--- src/sv/sled_pkg.sv ---
// Types and constants of the status LED mode sequencer
package sled_pkg;

    localparam int CFG_IDX_W = 3;

    typedef enum logic [CFG_IDX_W-1:0] {
        CFG_GAUGE_FULL    = 3'd0,
        CFG_RADIO_ON      = 3'd1,
        CFG_RADIO_PERIOD  = 3'd2,
        CFG_CHARGE_ON     = 3'd3,
        CFG_CHARGE_PERIOD = 3'd4,
        CFG_MISS_ON       = 3'd5,
        CFG_MISS_PERIOD   = 3'd6
    } t_cfg_idx;

    typedef enum logic [1:0] {
        MODE_LOW     = 2'd0,
        MODE_MISSING = 2'd1,
        MODE_NORMAL  = 2'd2
    } t_mode;

    typedef enum logic [2:0] {
        COLOR_OFF    = 3'd0,
        COLOR_RED    = 3'd1,
        COLOR_BLUE   = 3'd2,
        COLOR_CYAN   = 3'd3,
        COLOR_ORANGE = 3'd4,
        COLOR_GREEN  = 3'd5,
        COLOR_GAUGE  = 3'd6
    } t_color;

    typedef enum logic [2:0] {
        PH_IDLE,
        PH_BRIGHT_UP,
        PH_BLANK,
        PH_BRIGHT_LOW,
        PH_LOW_RED,
        PH_NORM,
        PH_MISS
    } t_phase;

    localparam logic [1:0] CHG_CHARGING = 2'd1;
    localparam logic [1:0] CHG_FAULT    = 2'd3;
    localparam logic [1:0] RADIO_WAIT   = 2'd1;
    localparam logic [1:0] RADIO_LINKED = 2'd2;
    localparam logic [1:0] HOST_OPER    = 2'd1;
    localparam logic [1:0] HOST_CTRL    = 2'd2;

    localparam logic [7:0] BRIGHT_NORMAL = 8'd24;
    localparam logic [7:0] BRIGHT_LOW    = 8'd10;

    typedef struct packed {
        logic       main_low;
        logic [5:0] drive_nonzero;
        logic       motor_pack_present;
        logic [1:0] charger_state;
        logic [6:0] main_level;
        logic [6:0] motor_level;
        logic [1:0] radio_state;
        logic [1:0] host_state;
    } t_tick;

    typedef struct packed {
        logic       target;
        logic [3:0] led_number;
        t_color     color_code;
        logic [7:0] red_level;
        logic [7:0] green_level;
        logic [7:0] brightness;
        logic       last_of_tick;
    } t_cmd;

    typedef struct packed {
        logic        bright_up;
        logic        blank;
        t_mode       mode;
        t_color      led0;
        t_color      led1;
        t_color      led2;
        t_color      led3;
        logic [14:0] main_gnum;
        logic [13:0] main_rnum;
        logic [14:0] motor_gnum;
        logic [13:0] motor_rnum;
    } t_plan;

endpackage

--- src/sv/sled_stream_if.sv ---
// Valid/ready stream channel with a typed payload
interface sled_stream_if #(
    parameter type T_DATA = logic
) ();
    logic  valid;
    logic  ready;
    T_DATA data;

    modport source (output valid, output data, input ready);
    modport sink   (input valid, input data, output ready);
endinterface

--- src/sv/sled_plan.sv ---
// Input register, mode decision, blink counters and gauge products
module sled_plan #(
    parameter int MOTOR_TOTAL = 6
) (
    input  logic                             i_clk,
    input  logic                             i_rst_n,
    input  logic                             i_cfg_we,
    input  logic [sled_pkg::CFG_IDX_W-1:0]   i_cfg_idx,
    input  logic [7:0]                       i_cfg_data,
    sled_stream_if.sink                      i_tick,
    output logic                             o_plan_valid,
    output sled_pkg::t_plan                  o_plan,
    input  logic                             i_plan_ready
);
    import sled_pkg::*;

    typedef struct packed {
        logic       lit;
        logic [7:0] cnt;
    } t_blink;

    function automatic t_blink blink(input logic [7:0] cnt, input logic [7:0] on,
                                     input logic [7:0] period);
        t_blink b;
        if (cnt < on) begin
            b.lit = 1'b1;
            b.cnt = cnt + 8'd1;
        end else if (cnt < period) begin
            b.lit = 1'b0;
            b.cnt = cnt + 8'd1;
        end else begin
            b.lit = 1'b0;
            b.cnt = 8'd0;
        end
        return b;
    endfunction

    // (clamp(p,10,90) - 10) * f + 40
    function automatic logic [14:0] green_num(input logic [6:0] p, input logic [7:0] f);
        logic [6:0] g;
        if (p < 7'd10) begin
            g = 7'd10;
        end else if (p > 7'd90) begin
            g = 7'd90;
        end else begin
            g = p;
        end
        return 15'(g - 7'd10) * 15'(f) + 15'd40;
    endfunction

    // (90 - clamp(p,50,90)) * f + 20
    function automatic logic [13:0] red_num(input logic [6:0] p, input logic [7:0] f);
        logic [6:0] r;
        if (p < 7'd50) begin
            r = 7'd50;
        end else if (p > 7'd90) begin
            r = 7'd90;
        end else begin
            r = p;
        end
        return 14'(7'd90 - r) * 14'(f) + 14'd20;
    endfunction

    logic [7:0] r_gauge_full, r_radio_on, r_radio_period;
    logic [7:0] r_charge_on, r_charge_period, r_miss_on, r_miss_period;

    logic       r_in_valid;
    t_tick      r_in;
    t_mode      r_prev_mode, n_prev_mode;
    logic [7:0] r_shared_cnt, n_shared_cnt;
    logic [7:0] r_charge_cnt, n_charge_cnt;

    logic [5:0] drive_mask;
    logic       drive_any;
    logic       change;
    logic [7:0] shared0, charge0;
    t_blink     bl_charge, bl_radio, bl_miss;
    logic       take;
    t_plan      plan;

    always_comb begin
        for (int i = 0; i < 6; i++) begin
            drive_mask[i] = (i < MOTOR_TOTAL);
        end
    end

    assign take         = r_in_valid && i_plan_ready;
    assign i_tick.ready = !r_in_valid || i_plan_ready;
    assign o_plan_valid = r_in_valid;
    assign o_plan       = plan;
    assign drive_any    = |(r_in.drive_nonzero & drive_mask);

    always_comb begin
        plan = '0;
        if (r_in.main_low) begin
            plan.mode = MODE_LOW;
        end else if (drive_any && !r_in.motor_pack_present) begin
            plan.mode = MODE_MISSING;
        end else if (r_prev_mode == MODE_MISSING && r_shared_cnt != 8'd0) begin
            plan.mode = MODE_MISSING;
        end else begin
            plan.mode = MODE_NORMAL;
        end

        change         = plan.mode != r_prev_mode;
        plan.blank     = change;
        plan.bright_up = change && r_prev_mode == MODE_LOW;
        shared0 = (change && plan.mode != MODE_LOW) ? 8'd0 : r_shared_cnt;
        charge0 = (change && plan.mode == MODE_NORMAL) ? 8'd0 : r_charge_cnt;

        bl_charge = blink(charge0, r_charge_on, r_charge_period);
        bl_radio  = blink(shared0, r_radio_on, r_radio_period);
        bl_miss   = blink(shared0, r_miss_on, r_miss_period);

        n_prev_mode  = plan.mode;
        n_shared_cnt = shared0;
        n_charge_cnt = charge0;
        plan.led0    = COLOR_GAUGE;
        plan.led1    = r_in.motor_pack_present ? COLOR_GAUGE : COLOR_OFF;
        plan.led2    = COLOR_OFF;
        plan.led3    = COLOR_RED;

        unique case (plan.mode)
            MODE_NORMAL: begin
                if (r_in.charger_state == CHG_CHARGING || r_in.charger_state == CHG_FAULT) begin
                    n_charge_cnt = bl_charge.cnt;
                    if (bl_charge.lit) begin
                        plan.led0 = (r_in.charger_state == CHG_CHARGING) ? COLOR_BLUE
                                                                         : COLOR_RED;
                    end
                end
                if (r_in.radio_state == RADIO_WAIT) begin
                    n_shared_cnt = bl_radio.cnt;
                    plan.led2    = bl_radio.lit ? COLOR_CYAN : COLOR_OFF;
                end else begin
                    n_shared_cnt = 8'd0;
                    plan.led2    = (r_in.radio_state == RADIO_LINKED) ? COLOR_CYAN : COLOR_OFF;
                end
                if (r_in.host_state == HOST_OPER) begin
                    plan.led3 = COLOR_ORANGE;
                end else if (r_in.host_state == HOST_CTRL) begin
                    plan.led3 = COLOR_GREEN;
                end
            end
            MODE_MISSING: begin
                n_shared_cnt = bl_miss.cnt;
                plan.led1    = bl_miss.lit ? COLOR_RED : COLOR_OFF;
            end
            default: begin
            end
        endcase

        plan.main_gnum  = green_num(r_in.main_level, r_gauge_full);
        plan.main_rnum  = red_num(r_in.main_level, r_gauge_full);
        plan.motor_gnum = green_num(r_in.motor_level, r_gauge_full);
        plan.motor_rnum = red_num(r_in.motor_level, r_gauge_full);
    end

    always_ff @(posedge i_clk) begin
        if (!i_rst_n) begin
            r_gauge_full    <= 8'd255;
            r_radio_on      <= 8'd5;
            r_radio_period  <= 8'd130;
            r_charge_on     <= 8'd5;
            r_charge_period <= 8'd125;
            r_miss_on       <= 8'd15;
            r_miss_period   <= 8'd50;
        end else if (i_cfg_we) begin
            unique case (t_cfg_idx'(i_cfg_idx))
                CFG_GAUGE_FULL:    r_gauge_full    <= i_cfg_data;
                CFG_RADIO_ON:      r_radio_on      <= i_cfg_data;
                CFG_RADIO_PERIOD:  r_radio_period  <= i_cfg_data;
                CFG_CHARGE_ON:     r_charge_on     <= i_cfg_data;
                CFG_CHARGE_PERIOD: r_charge_period <= i_cfg_data;
                CFG_MISS_ON:       r_miss_on       <= i_cfg_data;
                CFG_MISS_PERIOD:   r_miss_period   <= i_cfg_data;
                default: begin
                end
            endcase
        end
    end

    always_ff @(posedge i_clk) begin
        if (!i_rst_n) begin
            r_in_valid   <= 1'b0;
            r_prev_mode  <= MODE_NORMAL;
            r_shared_cnt <= 8'd0;
            r_charge_cnt <= 8'd0;
        end else begin
            if (i_tick.ready) begin
                r_in_valid <= i_tick.valid;
            end
            if (take) begin
                r_prev_mode  <= n_prev_mode;
                r_shared_cnt <= n_shared_cnt;
                r_charge_cnt <= n_charge_cnt;
            end
        end
    end

    always_ff @(posedge i_clk) begin
        if (i_tick.valid && i_tick.ready) begin
            r_in <= i_tick.data;
        end
    end

endmodule

--- src/sv/sled_emit.sv ---
// Write sequencer: walks one tick plan and drives the command output register
module sled_emit #(
    parameter int LED_TOTAL = 16
) (
    input  logic            i_clk,
    input  logic            i_rst_n,
    input  logic            i_plan_valid,
    input  sled_pkg::t_plan i_plan,
    output logic            o_plan_ready,
    sled_stream_if.source   o_cmd
);
    import sled_pkg::*;

    localparam int IDX_W = $clog2(LED_TOTAL);

    // y / 5 for y < 1280
    function automatic logic [7:0] div5(input logic [10:0] y);
        logic [26:0] prod;
        prod = 27'(y) * 27'(16'd52429);
        return prod[25:18];
    endfunction

    function automatic t_phase first_phase(input t_plan p);
        if (p.bright_up) begin
            return PH_BRIGHT_UP;
        end else if (p.blank) begin
            return PH_BLANK;
        end else if (p.mode == MODE_NORMAL) begin
            return PH_NORM;
        end else if (p.mode == MODE_MISSING) begin
            return PH_MISS;
        end
        return PH_IDLE;
    endfunction

    t_phase           r_phase, n_phase;
    logic [IDX_W-1:0] r_idx, n_idx;
    t_plan            r_plan;
    logic             r_out_valid, n_out_valid;
    t_cmd             r_out, beat;
    logic             step, last, load;
    t_phase           cont_phase;
    logic [IDX_W-1:0] cont_idx;
    logic [14:0]      gnum;
    logic [13:0]      rnum;

    assign step         = (r_phase != PH_IDLE) && (!r_out_valid || o_cmd.ready);
    assign o_plan_ready = (r_phase == PH_IDLE) || (step && last);
    assign load         = i_plan_valid && o_plan_ready;
    assign o_cmd.valid  = r_out_valid;
    assign o_cmd.data   = r_out;

    always_comb begin
        beat       = '0;
        beat.color_code = COLOR_OFF;
        last       = 1'b0;
        cont_phase = r_phase;
        cont_idx   = r_idx + IDX_W'(1);
        gnum       = r_plan.main_gnum;
        rnum       = r_plan.main_rnum;

        unique case (r_phase)
            PH_IDLE: begin
                cont_idx = r_idx;
            end
            PH_BRIGHT_UP: begin
                beat.target     = 1'b1;
                beat.brightness = BRIGHT_NORMAL;
                cont_phase      = PH_BLANK;
                cont_idx        = '0;
            end
            PH_BLANK: begin
                beat.led_number = 4'(r_idx);
                if (r_idx == IDX_W'(LED_TOTAL - 1)) begin
                    cont_idx = '0;
                    unique case (r_plan.mode)
                        MODE_LOW:     cont_phase = PH_BRIGHT_LOW;
                        MODE_MISSING: cont_phase = PH_MISS;
                        default:      cont_phase = PH_NORM;
                    endcase
                end
            end
            PH_BRIGHT_LOW: begin
                beat.target     = 1'b1;
                beat.brightness = BRIGHT_LOW;
                cont_phase      = PH_LOW_RED;
            end
            PH_LOW_RED: begin
                beat.color_code = COLOR_RED;
                last            = 1'b1;
            end
            PH_NORM: begin
                beat.led_number = 4'(r_idx);
                last            = (r_idx == IDX_W'(3));
                unique case (r_idx[1:0])
                    2'd0: beat.color_code = r_plan.led0;
                    2'd1: begin
                        beat.color_code = r_plan.led1;
                        gnum            = r_plan.motor_gnum;
                        rnum            = r_plan.motor_rnum;
                    end
                    2'd2: beat.color_code = r_plan.led2;
                    default: beat.color_code = r_plan.led3;
                endcase
                if (beat.color_code == COLOR_GAUGE) begin
                    beat.green_level = div5(gnum[14:4]);
                    beat.red_level   = div5(rnum[13:3]);
                end
            end
            PH_MISS: begin
                beat.led_number = 4'd1;
                beat.color_code = r_plan.led1;
                last            = 1'b1;
            end
            default: begin
            end
        endcase
        beat.last_of_tick = last;

        n_phase     = r_phase;
        n_idx       = r_idx;
        n_out_valid = r_out_valid && !o_cmd.ready;
        if (step) begin
            n_out_valid = 1'b1;
            n_phase     = last ? PH_IDLE : cont_phase;
            n_idx       = cont_idx;
        end
        if (load) begin
            n_phase = first_phase(i_plan);
            n_idx   = '0;
        end
    end

    always_ff @(posedge i_clk) begin
        if (!i_rst_n) begin
            r_phase     <= PH_IDLE;
            r_idx       <= '0;
            r_out_valid <= 1'b0;
        end else begin
            r_phase     <= n_phase;
            r_idx       <= n_idx;
            r_out_valid <= n_out_valid;
        end
    end

    always_ff @(posedge i_clk) begin
        if (load) begin
            r_plan <= i_plan;
        end
        if (step) begin
            r_out <= beat;
        end
    end

endmodule

--- src/sv/status_led_mode_sequencer.sv ---
// Status LED mode sequencer top level
//
//  channel  | dir | payload         | beat
//  ---------+-----+-----------------+----------------------------------
//  i_tick   | in  | sled_pkg::t_tick | one update tick
//  o_cmd    | out | sled_pkg::t_cmd  | one LED color or brightness write
//  i_cfg_*  | in  | index, 8b data   | one register write
//
// A tick is held in an input register, decided combinationally and handed to the
// write sequencer, which sends 0 to LED_TOTAL+5 beats, one per cycle when o_cmd
// is ready. The next tick is accepted while the current one is still sending.
// A tick that starts in low battery and stays there sends nothing.
// Reset is synchronous: counters clear, mode returns to normal, registers take
// their defaults. Stalls on o_cmd hold the output register and back up the input.
module status_led_mode_sequencer #(
    parameter int LED_TOTAL   = 16,
    parameter int MOTOR_TOTAL = 6
) (
    input  logic                           i_clk,
    input  logic                           i_rst_n,
    input  logic                           i_cfg_we,
    input  logic [sled_pkg::CFG_IDX_W-1:0] i_cfg_idx,
    input  logic [7:0]                     i_cfg_data,
    sled_stream_if.sink                    i_tick,
    sled_stream_if.source                  o_cmd
);
    import sled_pkg::*;

    logic  plan_valid;
    logic  plan_ready;
    t_plan plan;

    sled_plan #(
        .MOTOR_TOTAL (MOTOR_TOTAL)
    ) u_plan (
        .i_clk        (i_clk),
        .i_rst_n      (i_rst_n),
        .i_cfg_we     (i_cfg_we),
        .i_cfg_idx    (i_cfg_idx),
        .i_cfg_data   (i_cfg_data),
        .i_tick       (i_tick),
        .o_plan_valid (plan_valid),
        .o_plan       (plan),
        .i_plan_ready (plan_ready)
    );

    sled_emit #(
        .LED_TOTAL (LED_TOTAL)
    ) u_emit (
        .i_clk        (i_clk),
        .i_rst_n      (i_rst_n),
        .i_plan_valid (plan_valid),
        .i_plan       (plan),
        .o_plan_ready (plan_ready),
        .o_cmd        (o_cmd)
    );

endmodule

--- src/flat_wrapper.sv ---
// flat-port wrapper written by rule: the top's interface ports become plain ports
module status_led_mode_sequencer_flat import sled_pkg::*;
#(
    parameter int LED_TOTAL   = 16,
    parameter int MOTOR_TOTAL = 6
)
  (i_clk, i_rst_n, i_cfg_we, i_cfg_idx, i_cfg_data, i_tick_valid, i_tick_data, i_tick_ready, o_cmd_valid, o_cmd_data, o_cmd_ready);
  sled_stream_if i_tick_i ();
  sled_stream_if o_cmd_i ();
  input  logic i_clk;
  input  logic i_rst_n;
  input  logic i_cfg_we;
  input  logic [sled_pkg::CFG_IDX_W-1:0] i_cfg_idx;
  input  logic [7:0] i_cfg_data;
  input wire logic [$bits(i_tick_i.valid)-1:0] i_tick_valid;
  input wire logic [$bits(i_tick_i.data)-1:0] i_tick_data;
  output wire logic [$bits(i_tick_i.ready)-1:0] i_tick_ready;
  output wire logic [$bits(o_cmd_i.valid)-1:0] o_cmd_valid;
  output wire logic [$bits(o_cmd_i.data)-1:0] o_cmd_data;
  input wire logic [$bits(o_cmd_i.ready)-1:0] o_cmd_ready;
  assign i_tick_i.valid = i_tick_valid;
  assign i_tick_i.data = i_tick_data;
  assign i_tick_ready = i_tick_i.ready;
  assign o_cmd_valid = o_cmd_i.valid;
  assign o_cmd_data = o_cmd_i.data;
  assign o_cmd_i.ready = o_cmd_ready;
  status_led_mode_sequencer #(.LED_TOTAL(LED_TOTAL), .MOTOR_TOTAL(MOTOR_TOTAL)) u_core (.i_clk(i_clk), .i_rst_n(i_rst_n), .i_cfg_we(i_cfg_we), .i_cfg_idx(i_cfg_idx), .i_cfg_data(i_cfg_data), .i_tick(i_tick_i), .o_cmd(o_cmd_i));
endmodule
--- config.mk ---
export PLATFORM = sky130hd
export DESIGN_NAME = status_led_mode_sequencer_flat
export DESIGN_NICKNAME = d
export VERILOG_FILES = /design/src/sv/sled_pkg.sv /design/src/sv/sled_stream_if.sv /design/src/sv/sled_plan.sv /design/src/sv/sled_emit.sv /design/src/sv/status_led_mode_sequencer.sv /design/src/flat_wrapper.sv
export SDC_FILE = /design/constraint.sdc
export NUM_CORES = 1
export LEC_CHECK = 0
export BUFFER_PORTS_ARGS = -buffer_cell sky130_fd_sc_hd__buf_2
export CAP_MARGIN = 10
export CORE_AREA = 2 2 64 66
export CTS_CLUSTER_SIZE = 24
export DETAILED_ROUTE_END_ITERATION = 10
export DIE_AREA = 0 0 66 68
export PLACE_DENSITY = 0.73
export SLEW_MARGIN = 15
export SYNTH_ARGS = -nofsm -noshare
export SYNTH_HDL_FRONTEND = slang
export SYNTH_SLANG_ARGS = --single-unit
export TNS_END_PERCENT = 10
--- constraint.sdc ---
create_clock -name i_clk -period 6.4 [get_ports i_clk]
set_clock_uncertainty 0.1 [all_clocks]
set_input_delay 0 -clock i_clk [delete_from_list [all_inputs] [get_ports i_clk]]
set_output_delay 0 -clock i_clk [all_outputs]
set_load 0.02 [all_outputs]
# After elaboration in Yosys (flattened, before gate mapping)
# Cells that the tools add are included.
classes:
  eq_ne: 16
  div_mod_pow: 0
  mul: 0
  n_bitwise: 2
  shift: 0
  n_lt_le_gt_ge: 2
  n_addsub: 2
  n_reduce_logical: 27
  n_mux: 25
ops:
  columns: ["op", "n"]
  rows:
  - ["$mux W3", 9]
  - ["$mux W8", 3]
  - ["$lt A8 B8 Y1", 2]
  - ["$pmux W8 S2", 1]
  - ["$eq A3 B3 Y1 const B", 5]
  - ["$pmux W4 S3", 1]
  - ["$pmux W3 S3", 1]
  - ["$add A8 B1 Y8 const B", 1]
  - ["$reduce_bool A8 Y1", 1]
  - ["$logic_and A1 B1 Y1", 7]
  - ["$eq A2 B1 Y1 const B", 3]
  - ["$eq A3 B2 Y1 const B", 2]
  - ["$mux W1", 6]
  - ["$pmux W3 S2", 1]
  - ["$reduce_and A2 Y1", 3]
  - ["$reduce_bool A5 Y1", 1]
  - ["$add A4 B1 Y4 const B", 1]
  - ["$eq A4 B2 Y1 const B", 1]
  - ["$eq A4 B4 Y1 const B", 1]
  - ["$logic_not A2 Y1", 2]
  - ["$mux W4", 1]
  - ["$ne A4 B4 Y1 const B", 1]
  - ["$reduce_bool A2 Y1", 2]
  - ["$reduce_or A2 Y1", 2]
  - ["11 further kinds", 16]
totals:
  regBits: 38
  latch_bits: 0
  memories: 0
  romBits: 0
  mem_bits_rw: 0
  output_inout_bits: 3

# Longest topological paths before layout
# Gate-level depths: netlist (run 1).
depth:
  word_depth: 11
  mapped_depth: 11

# By module
# From an unflattened synthesis (run 1), not the netlist that was laid out.
unflattened:
  hier_cells: 431
  hier_area_um2: 3544.6
modules_own_cells:
  columns: ["module", "cells_each", "area_per_inst_um2", "n_inst", "seq_area_each_um2"]
  rows:
  - ["sled_plan", 350, 2800.2, 1, 730.7]
  - ["sled_emit", 81, 744.5, 1, 250.2]

# Least setup slack after synthesis (run 1)
# Ideal clock, no wire load.
synth_path:
  path_type: "register -> register"
  start: "register u_core.u_plan.r_prev_mode[0]"
  end: "register u_core.u_plan.r_shared_cnt[5]"
  synth_period_minus_slack_ns: 2.507
  stages_incl_launch_ff: 12
  required_ns: 6.207
  n_path_buf: 2
  slack_ns: 3.893
  setup_time_ns: 0.093
  arrival_ns: 2.314
  cell_sequence: "dfxtp_1 buf_4 xor2_1 clkbuf_2 and2_1 ha_1 a21oi_1 o21ai_0 a41o_1 o22ai_2 nand3_4 o311ai_2"
synth_via:
  elab_chain_len: 10
  word_cells_on_any_way: 15
  classes_between: "add/sub (1); order compare (2); eq/ne (4); mux (5); reduce/logical (3)"
synth_lines:
  columns: ["element", "line", "source"]
  rows:
  - ["from (decl)", "sled_plan.sv:69", "t_mode r_prev_mode, n_prev_mode;"]
  - ["from (signal assigned)", "sled_plan.sv:194", "r_prev_mode <= n_prev_mode;"]
  - ["$eq A2 B1 Y1", "sled_plan.sv:99", "end else if (r_prev_mode == MODE_MISSING && r_shared_cnt != 8'd0) begin"]
  - ["$logic_and A1 B1 Y1", "sled_plan.sv:99", null]
  - ["$mux W2", "sled_plan.sv:99", null]
  - ["$ne A2 B2 Y1 / $reduce_bool A2 Y1 (equally long branches)", "sled_plan.sv:105, sled_plan.sv:108", null]
  - ["$logic_and A1 B1 Y1", "sled_plan.sv:108", "shared0 = (change && plan.mode != MODE_LOW) ? 8'd0 : r_shared_cnt;"]
  - ["$mux W8", "sled_plan.sv:108", null]
  - ["$add A8 B1 Y8 / $lt A8 B8 Y1 (equally long branches)", "sled_plan.sv:27, sled_plan.sv:30, sled_plan.sv:28", null]
  - ["$mux W8", "sled_plan.sv:28", "end else if (cnt < period) begin"]
  - ["$mux W8", "sled_plan.sv:25", "if (cnt < on) begin"]
  - ["$pmux W8 S2 (*)", "sled_plan.sv:123", "unique case (plan.mode)"]
  - ["to (signal assigned)", "sled_plan.sv:195", "r_shared_cnt <= n_shared_cnt;"]
  - ["to (decl)", "sled_plan.sv:70", "logic [7:0] r_shared_cnt, n_shared_cnt;"]
# Every way passes the cells marked *; elsewhere a longest branch is shown, timed or not.
# A chain may end at the register's enable or synchronous reset.

# Worst setup path in the final report (run 1)
# Ends and elaborated chain as after synthesis.

==> results of run 1 <==
per-stage QoR:
stage | power, mW | std cells | cell area (um^2) | worst slack (ns) | utilization [%]
finish | 0.507 | 344 | 2500 | 3.23 | 64.9
floorplan | 0.319 | 263 | 2160 | 3.89 | -
CTS | 0.515 | 344 | 2500 | 3.29 | 64.9
detailed placement | 0.340 | 324 | 2290 | 3.32 | 59.4
global placement | 0.339 | 324 | 2290 | 3.39 | 59.4
global route | 0.534 | 344 | 2500 | 2.98 | 64.9
cells by family after synthesis:
kind of cell | Yosys count | share of synthesized area, %
simple gates | 110 | 25.6
compound gates | 64 | 21.8
fa+ha+maj | 14 | 8.10
xor+xnor | 4 | 1.62
buf+inv | 33 | 6.30
flops | 38 | 36.6
power breakdown:
group / leakage, nW / switching, mW / internal (mW)
clock network: 0.0482 / 0.0793 / 0.0868
logic: 0.645 / 0.0459 / 0.0329
registers: 0.309 / 0.0101 / 0.252
total: 1.00 / 0.135 / 0.372
registers in the layout (all words and copies together) (netlist names):
name and flops:
u_core.u_emit.r_idx 4, u_core.u_plan.r_prev_mode 2, u_core.u_plan.o_plan_valid 1, u_core.u_emit.r_plan 2, u_core.u_emit.o_cmd.valid 1, u_core.u_plan.r_shared_cnt 8, u_core.u_plan.r_miss_period 8, u_core.u_emit.o_cmd.data 1
u_core.u_plan.r_miss_on 8, u_core.u_emit.r_phase 3
cell usage in the layout (no fill, tap or decap), drive strengths merged, types with 6 or more instances in the layout:
master,instances
clkbuf,7
a21oi,12
inv,23
dfxtp,35
nand4,6
dlygate4sd3,12
o211ai,7
and2,9
o21ai,14
a21boi,13
nand2,50
nor2,11
nand3,8
buf,20
nor2b,6
ha,14
worst register-to-register path: stages, from the launching register on:
cell	delay (ns)
dfxtp_1	0.48
xor2_1	0.74
and2_1	0.27
ha_1	0.26
a21oi_1	0.15
o21ai_0	0.12
a41o_1	0.23
o22ai_2	0.26
nand3_4	0.18
o311ai_2	0.29
routing by layer:
layer,global-route usage (%),vias to the layer above
met1,24.8,867
li1,-,982
met5,0,-
met2,41.3,35
met4,11.2,0
met3,5.59,8
layout make-up:
cell class | count | area (um^2)
clock inverters | 1 | 5.00
well taps | 50 | 62.6
repair buffers | 32 | 225
clock buffers | 7 | 86.3
multi-input cells | 192 | 1240
flip-flops and latches | 38 | 791
fillers | 357 | 1360
inverters | 24 | 95.1
worst paths after layout:
check	startpoint	to	slack [ns]	depth (start not counted)
worst max-delay path	u_core.u_plan.r_prev_mode[0]	u_core.u_plan.r_shared_cnt[5]	3.23	9
worst min-delay path	i_cfg_idx[0]	u_core.u_plan.r_miss_period[0]	0.1	5
worst max register to register	u_core.u_plan.r_prev_mode[0]	u_core.u_plan.r_shared_cnt[5]	3.23	9
worst min register to register	u_core.u_plan.r_miss_period[0]	u_core.u_plan.r_miss_period[0]	0.37	2
==> flow_metrics.env, run 1 <==
export IMPL_cpPeakStageDelay_ns=0.74
export IMPL_netlist_area_leader_share_pct=32.4
export IMPL_antenna_found_initial=0
export IMPL_setup_tns_ns=0
export IMPL_p_leak_nw=1.00
export IMPL_ys_seq_elements=38
export IMPL_crit_path_end_kind="register"
export IMPL_fp_dieW_um=66
export IMPL_ios=20
export IMPL_worst_path_buf_inv=0
export IMPL_p_per_area_nw_per_um2=203
export IMPL_final_hold_viol_count=0
export IMPL_syn_avg_cell_area_um2=8.23
export IMPL_die_y_um=68
export IMPL_drtIter0Drc=53
export IMPL_netlist_area_um2=2160
export IMPL_rsz0062_at_grt="false"
export IMPL_yosys_warnings=0
export IMPL_drive_above_1_share_pct=12.2
export IMPL_routed_via_count=1892
export IMPL_rows=23
export IMPL_coreArea_um2=3860
export IMPL_synth_top_cell_by_area="dfxtp_1"
export IMPL_htree_levels=2
export IMPL_hold_slack_ns=0.0986
export IMPL_crit_required_ns=6.49
export IMPL_drc=0
export IMPL_finalSetupViolCount=0
export IMPL_die_area_um2=4490
export IMPL_synth_area_leaders="dfxtp_1 32%, nand2_1 8.5%, ha_1 8.1%, a21boi_0 4.2%, edfxtp_1 4.2%"
export IMPL_grt_pass1_vias=1815
export IMPL_arrival_ns=3.26
export IMPL_drv_slew=0
export IMPL_cts_hold_buffers=12
export IMPL_via_per_inst=5.50
export IMPL_cts_sinks=38
export IMPL_diodes=0
export IMPL_ys_types=45
export IMPL_clock_latency_ns=0.29
export IMPL_final_nets=324
export IMPL_synthArstFlopShare_pct=0
export IMPL_post_cts_buffers=0
export IMPL_fin_crit_ns=3.17
export IMPL_cts_root_buf="clkbuf_8"
export IMPL_route_met2_wl_um=2260
export IMPL_irDropWorstVdd_mv=0.106
export IMPL_wire_per_inst_um=13.1
export IMPL_cp_top_family="compound AO/OA/AOI/OAI gates"
export IMPL_yosysMostFrequentCell="nand2_1"
export IMPL_hold_class="input pin to register"
export IMPL_synth_ff_type="dfxtp_1"
export IMPL_seq_area_frac_synth_pct=36.6
export IMPL_netlist_instances=263
export IMPL_post_cts_resized=0
export IMPL_worst_pin_slew_ns=0.878
export IMPL_start_util_pct=56.1
export IMPL_route_top_layer_used="met4"
export IMPL_clk_pin_slew_worst_paths_ns=0.07
export IMPL_crit_chain="xor2_1, and2_1, ha_1, a21oi_1, o21ai_0, a41o_1, o22ai_2, nand3_4, o311ai_2"
export IMPL_cp_slowest_cell="xor2_1"
export IMPL_outcome="finished, final reports clean"
export IMPL_cp_start_kind="register"
export IMPL_grt_use_total_pct=22.7
export IMPL_synth_edf_count=3
export IMPL_cts_tree="built"
export IMPL_areaGrowthSynthToFinish_pct=15.6
export IMPL_path_class="register to register"
export IMPL_gp_congestion=0.858
export IMPL_drt_first_pass_iters=4
export IMPL_met1_length_um=2000
export IMPL_grt_overflow=0
export IMPL_wl_met3_um=158
export IMPL_port_buffers=18
export IMPL_routed_wl_um=4490
export IMPL_numCtsBuffers=5
export IMPL_syn_nets=294
export IMPL_grt_pass1_wl_um=7750
export IMPL_yosys_top_cells_count="49 x nand2_1, 35 x dfxtp_1, 23 x inv_1"
export IMPL_fin_crit_sh_pct=49.5
export IMPL_cts_buffer_depth=2
export IMPL_grt_max_degree=27
export IMPL_relSlewSlack_pct=41.3
export IMPL_place_hpwl_um=3200
export IMPL_cap_viol_max_count=0
export IMPL_fmax_mhz=316
export IMPL_path_max_fanout=14
export IMPL_antenna_left=0
(Power assumes the default switching activity.)
==> run 2: changes to the inputs <==
--- a/config.mk
+++ b/config.mk
@@ -5,6 +5,7 @@
 export SDC_FILE = /design/constraint.sdc
 export NUM_CORES = 1
 export LEC_CHECK = 0
+export ABC_AREA = 1
 export BUFFER_PORTS_ARGS = -buffer_cell sky130_fd_sc_hd__buf_2
 export CAP_MARGIN = 10
 export CORE_AREA = 2 2 64 66
==> constraint.sdc (replaced) <==
create_clock -name i_clk -period 3.28 [get_ports i_clk]
set_clock_uncertainty 0.1 [all_clocks]
set_input_delay 0 -clock i_clk [delete_from_list [all_inputs] [get_ports i_clk]]
set_output_delay 0 -clock i_clk [all_outputs]
set_load 0.02 [all_outputs]
==> flow_metrics.env, run 2 <==
export IMPL_top_regs="u_core.u_plan.r_miss_on: 8 flops, u_core.u_plan.r_miss_period: 8 flops, u_core.u_plan.r_shared_cnt: 8 flops"
export IMPL_grt_use_total_pct=21.7
export IMPL_cts_buffer_depth=2
export IMPL_crit_top_cell="nand2_1"
export IMPL_die_y_um=68
export IMPL_path_class="register to register"
export IMPL_synth_area_leaders="dfxtp_1 32%, nand2_1 12%, inv_1 9.5%, ha_1 8.1%, nor2_1 5.5%"
export IMPL_crit_path_end_kind="register"
export IMPL_drive_above_1_share_pct=11.6
export IMPL_fmax_mhz=389
export IMPL_syn_nets=338
export IMPL_rsz0062_at_grt="false"
export IMPL_drc=0
export IMPL_yosys_top_cells_count="72 x nand2_1, 55 x inv_1, 35 x dfxtp_1"
export IMPL_synth_top_cell_by_area="dfxtp_1"
export IMPL_grt_pass1_vias=1782
export IMPL_final_nets=374
export IMPL_p_per_area_nw_per_um2=474
export IMPL_stdcell_count=394
export IMPL_htree_levels=2
export IMPL_cpPeakStageDelay_ns=0.58
export IMPL_coreArea_um2=3860
export IMPL_fin_crit_sh_pct=78.3
export IMPL_clkPwrFrac_pct=25.6
export IMPL_cts_tree="built"
export IMPL_netlist_instances=307
export IMPL_final_common_cell="nand2_1"
export IMPL_areaGrowthSynthToFinish_pct=16.3
export IMPL_drt_first_pass_iters=4
export IMPL_netlist_area_leader_share_pct=32.3
export IMPL_ys_seq_elements=38
export IMPL_arrival_ns=2.70
export IMPL_power_switching_uw=416
export IMPL_cp_top_family="simple AND/OR/NAND/NOR gates"
export IMPL_synth_edf_count=3
export IMPL_ios=20
export IMPL_worst_path_buf_inv=1
export IMPL_relSlewSlack_pct=47.0
export IMPL_seq_power_share_pct=46.4
export IMPL_seq_area_frac_synth_pct=36.5
export IMPL_grt_overflow=0
export IMPL_via_per_inst=5.03
export IMPL_gp_congestion=0.832
export IMPL_cts_sinks=38
export IMPL_finalSetupViolCount=0
export IMPL_start_util_pct=56.2
export IMPL_cap_viol_max_count=0
export IMPL_rows=23
export IMPL_placed_cells=371
export IMPL_p_leak_nw=1.25
export IMPL_clock_latency_ns=0.29
export IMPL_port_buffers=18
export IMPL_grt_pass1_wl_um=7500
export IMPL_numCtsBuffers=5
export IMPL_synthArstFlopShare_pct=0
export IMPL_drtIter0Drc=124
export IMPL_worst_pin_slew_ns=0.790
export IMPL_netlist_area_um2=2170
export IMPL_drv_slew=0
export IMPL_die_area_um2=4490
export IMPL_diodes=0
export IMPL_ys_types=30
export IMPL_clk_pin_slew_worst_paths_ns=0.07
export IMPL_syn_avg_cell_area_um2=7.06
export IMPL_final_cell_mix="72 x nand2_1, 55 x inv_1, 35 x dfxtp_1"
export IMPL_setup_tns_ns=0
export IMPL_final_util_pct=65.4
export IMPL_cts_root_buf="clkbuf_8"
export IMPL_cp_slowest_cell="dfxtp_1"
export IMPL_synth_ff_type="dfxtp_1"
export IMPL_hold_class="input pin to register"
export IMPL_routed_wl_um=4270
export IMPL_wire_per_inst_um=10.8
export IMPL_cp_start_kind="register"
export IMPL_swShare_pct=34.8
export IMPL_final_hold_viol_count=0
export IMPL_crit_required_ns=3.41
export IMPL_power_frac_comb_pct=28.0
export IMPL_irDropWorstVdd_mv=0.189
export IMPL_fp_dieW_um=66
export IMPL_crit_chain="nor2_1, nand2_1, o21ai_4, nand2_4, inv_1, nor2_1, ha_1, nand2_1, nor2_1, a211oi_1, nand2_2, nand2_4, nand2_1, nand2_1"
export IMPL_place_hpwl_um=3110
export IMPL_fin_crit_ns=2.57
export IMPL_yosysMostFrequentCell="nand2_1"
export IMPL_path_max_fanout=14
export IMPL_routed_via_count=1981
export IMPL_outcome="finished, final reports clean"
export IMPL_antenna_found_initial=0
export IMPL_yosys_warnings=0
export IMPL_p_int_uw=779
export IMPL_grt_max_degree=22
export IMPL_antenna_left=0
[run 2: cell count changes in the layout (fill, tap and decap cells not counted), moves of 6 or more]
| cell | previous run | this run |
|---|---|---|
| and2_1 | 9 | 0 |
| nor2_1 | 11 | 32 |
| a21oi_1 | 12 | 22 |
| nor2b_1 | 6 | 0 |
| inv_1 | 23 | 55 |
| a21boi_0 | 12 | 0 |
| nand2_1 | 49 | 72 |
[run 2: worst paths after layout]
| kind | start | endpoint | depth (start not counted) | slack (ns) |
|---|---|---|---|---|
| setup reg to reg | u_core.u_plan.r_shared_cnt[2] | u_core.u_plan.r_shared_cnt[1] | 14 | 0.71 |
| setup / recovery | u_core.u_plan.r_shared_cnt[2] | u_core.u_plan.r_shared_cnt[1] | 14 | 0.71 |
| hold / removal | o_cmd_ready | u_core.u_emit.o_cmd.valid | 6 | 0.05 |
| hold reg to reg | u_core.u_plan.r_miss_on[7] | u_core.u_plan.r_miss_on[7] | 2 | 0.36 |
[run 2: tightest hold or removal path, cell delays in order]
cell     delay [ns]
buf_2          0.09
inv_1          0.04
nand2_1        0.04
inv_1          0.10
o21ai_0        0.09
inv_1          0.04
[run 2: layout make-up]
cell class	instances	area [um^2]
Clock buffer	6	72.6
Clock inverter	2	8.76
Fill cell	347	1330
Inverter	57	214
Multi-Input combinational cell	208	1130
Sequential cell	38	791
Tap cell	50	62.6
Timing Repair Buffer	33	240
[run 2: stage by stage]
step | setup WS (ns) | cell area (um^2) | total power, mW | hold slack, ns
3_5_place_dp | 0.741 | 2290 | 0.886 | 0.119
5_1_grt | 0.493 | 2520 | 1.28 | 0.112
3_3_place_gp | 0.754 | 2290 | 0.882 | 0.116
2_1_floorplan | 1.12 | 2170 | 0.808 | 0.0132
6_report | 0.712 | 2520 | 1.20 | 0.0484
4_1_cts | 0.712 | 2520 | 1.21 | 0.0463
[run 2: power by group through the flow]
stage / clock network (mW) / registers [mW] / logic (mW)
CTS: 0.319 / 0.554 / 0.336
detailed placement: 0 / 0.565 / 0.321
global route: 0.338 / 0.560 / 0.384
finish: 0.307 / 0.554 / 0.334
global placement: 0 / 0.564 / 0.318
floorplan: 0 / 0.574 / 0.234
[run 2: timing repair]
| item | CTS | global route |
|---|---|---|
| buffers inserted | 0 | 0 |
| endpoints found under the hold margin | 17 | 0 |
| hold buffers | 15 | 0 |
| resized for setup | 0 | 0 |
[run 2: kinds of logic after synthesis]
group / count (synthesis) / share of synthesized area, %
flip-flops: 38 / 36.5
XOR/XNOR: 1 / 0.404
adder cells (fa/ha/maj): 14 / 8.08
AO/OA/AOI/OAI: 60 / 16.8
buffers and inverters: 61 / 11.3
AND/OR/NAND/NOR: 133 / 27.0
[run 2: metal layers]
metal  part of all wire, %  vias up  GRT usage, %
li1                      -     1060             -
met1                    48      886          26.8
met2                    48       31          38.0
met3                   4.1        4          5.43
met4                  0.59        0          5.36
met5                     0        -             0
==> run 3: changes to the inputs <==
==> constraint.sdc (replaced) <==
create_clock -name i_clk -period 2.5 [get_ports i_clk]
set_clock_uncertainty 0.1 [all_clocks]
set_input_delay 0 -clock i_clk [delete_from_list [all_inputs] [get_ports i_clk]]
set_output_delay 0 -clock i_clk [all_outputs]
set_load 0.02 [all_outputs]
==> flow_metrics.env, run 3 (synthesized netlist as in run 2, its figures left out) <==
export IMPL_fin_crit_sh_pct=91.9
export IMPL_clock_latency_ns=0.30
export IMPL_crit_path_end_kind="register"
export IMPL_grt_pass1_wl_um=7250
export IMPL_routed_wl_um=4280
export IMPL_wire_per_inst_um=10.8
export IMPL_worstReg2RegEnd="u_core.u_plan.r_shared_cnt[1]"
export IMPL_finalSetupViolCount=0
export IMPL_crit_top_cell="nand2_1"
export IMPL_cp_start_kind="register"
export IMPL_r2r_slack_ns=0.20
export IMPL_setup_tns_ns=0
export IMPL_gp_congestion=0.854
export IMPL_wl_met3_um=145
export IMPL_die_area_um2=4490
export IMPL_arrival_ns=2.39
export IMPL_cts_buffer_depth=2
export IMPL_route_top_layer_used="met4"
export IMPL_final_hold_viol_count=0
export IMPL_drive_above_1_share_pct=12.8
export IMPL_crit_required_ns=2.59
export IMPL_port_buffers=18
export IMPL_fin_ws_ns=0.204
export IMPL_irDropWorstVdd_mv=0.290
export IMPL_min_from="o_cmd_ready"
export IMPL_start_util_pct=56.2
export IMPL_rows=23
export IMPL_drtIter0Drc=136
export IMPL_cts_sinks=38
export IMPL_numCtsBuffers=5
export IMPL_antenna_found_initial=0
export IMPL_final_nets=375
export IMPL_fp_dieW_um=66
export IMPL_post_place_ws_ns=0.204
export IMPL_met1_length_um=2150
export IMPL_relSlewSlack_pct=76.0
export IMPL_rr_worst_depth=17
export IMPL_drv_slew=0
export IMPL_hold_depth=6
export IMPL_hold_slack_ns=0.0357
export IMPL_ios=20
export IMPL_cpPeakStageDelay_ns=0.35
export IMPL_fmax_mhz=435
export IMPL_grt_pass1_vias=1707
export IMPL_path_max_fanout=11
export IMPL_cts_root_buf="clkbuf_8"
export IMPL_hold_class="input pin to register"
export IMPL_fin_area_um2=2540
export IMPL_min_to="u_core.u_emit.o_cmd.valid"
export IMPL_via_per_inst=4.90
export IMPL_place_hpwl_um=3130
export IMPL_fin_crit_ns=2.30
export IMPL_cp_slowest_cell="dfxtp_1"
export IMPL_areaGrowthSynthToFinish_pct=17.1
export IMPL_top_regs="u_core.u_plan.r_miss_on: 8 flops, u_core.u_plan.r_miss_period: 8 flops, u_core.u_plan.r_shared_cnt: 8 flops"
export IMPL_diodes=0
export IMPL_cts_tree="built"
export IMPL_crit_chain="nor2_1, nand2_1, o21ai_4, nand2_4, buf_6, nand2_1, inv_1, ha_1, inv_1, o21bai_1, inv_1, nand2_1, nand2_2, nand2_2, nand2_4, nand2_1, nand2_1"
export IMPL_grt_max_degree=22
export IMPL_route_met2_wl_um=1910
export IMPL_outcome="finished, final reports clean"
export IMPL_grt_overflow=0
export IMPL_dpl_cell_area_um2=2310
export IMPL_htree_levels=2
export IMPL_drt_first_pass_iters=4
export IMPL_cap_viol_max_count=0
export IMPL_final_common_cell="nand2_1"
export IMPL_coreArea_um2=3860
export IMPL_worst_pin_slew_ns=0.360
export IMPL_clk_pin_slew_worst_paths_ns=0.08
export IMPL_drc=0
export IMPL_routed_via_count=1934
export IMPL_path_class="register to register"
export IMPL_antenna_left=0
export IMPL_grt_use_total_pct=21.1
export IMPL_final_cell_mix="72 x nand2_1, 55 x inv_1, 35 x dfxtp_1"
export IMPL_die_y_um=68
export IMPL_rsz0062_at_grt="false"
export IMPL_r2r_start="u_core.u_plan.r_shared_cnt[6]"
export IMPL_p_leak_nw=1.27
export IMPL_p_per_area_nw_per_um2=634
==> run 3: changes by cell type in the layout (fill, tap and decap cells not counted), sizes merged <==
cell	before	now
buf	18	21
dlygate4sd3	15	13
clkinv	2	1
clkbuf	6	7
==> run 3: worst max path at each step <==
| stage | start | slack [ns] | end | cells past startpoint |
|---|---|---|---|---|
| 2_1_floorplan | u_core.u_plan.r_shared_cnt[0] | 0.34 | u_core.u_plan.r_shared_cnt[2] | 15 |
| 3_3_place_gp | u_core.u_plan.r_shared_cnt[0] | 0.24 | u_core.u_plan.r_shared_cnt[5] | 17 |
| 3_5_place_dp | u_core.u_plan.r_shared_cnt[0] | 0.20 | u_core.u_plan.r_shared_cnt[1] | 17 |
| 4_1_cts | u_core.u_plan.r_shared_cnt[0] | 0.18 | u_core.u_plan.r_shared_cnt[1] | 17 |
| 5_1_grt | u_core.u_plan.r_shared_cnt[6] | 0.002 | u_core.u_plan.r_shared_cnt[4] | 17 |
| 6_report | u_core.u_plan.r_shared_cnt[6] | 0.20 | u_core.u_plan.r_shared_cnt[1] | 17 |
==> run 3: worst max-delay path, delay by kind of cell, from the launching register on <==
family / cells / cell delay [ns]
compound gates: 2 / 0.34
fa+ha+maj: 1 / 0.29
buf+inv: 4 / 0.30
flops: 1 / 0.35
simple gates: 10 / 0.81
==> run 3: cell type report <==
cell class,count,area (um^2)
Multi-Input combinational cell,208,1130
Inverter,57,214
Fill cell,364,1320
Timing Repair Buffer,34,246
Clock inverter,1,5.00
Tap cell,50,62.6
Clock buffer,7,86.3
Sequential cell,38,791
==> run 3: what timing repair did <==
action | 4_1_cts | 5_1_grt
resized for setup | 0 | 1
setup endpoints to repair | 0 | 7
buffers inserted | 0 | 0
hold buffers | 13 | 0
endpoints found under the hold margin | 17 | 0
==> run 3: metrics by stage <==
step / std cells / util (%) / power (mW)
floorplan: 307 / - / 1.06
global placement: 374 / 60.0 / 1.16
detailed placement: 374 / 60.0 / 1.16
CTS: 395 / 65.7 / 1.62
global route: 395 / 65.8 / 1.71
finish: 395 / 65.8 / 1.61
==> run 3: layer usage <==
| layer | GRT usage, % | vias up |
|---|---|---|
| met1 | 26.9 | 836 |
| met3 | 3.95 | 7 |
| met2 | 35.2 | 36 |
| li1 | - | 1055 |
| met5 | 0 | - |
| met4 | 9.18 | 0 |
==> run 3: report_power, final <==
group	leakage (nW)	internal, mW	total (mW)	switching (mW)
logic	0.911	0.150	0.439	0.289
clock network	0.0482	0.223	0.446	0.223
registers	0.310	0.680	0.726	0.0466
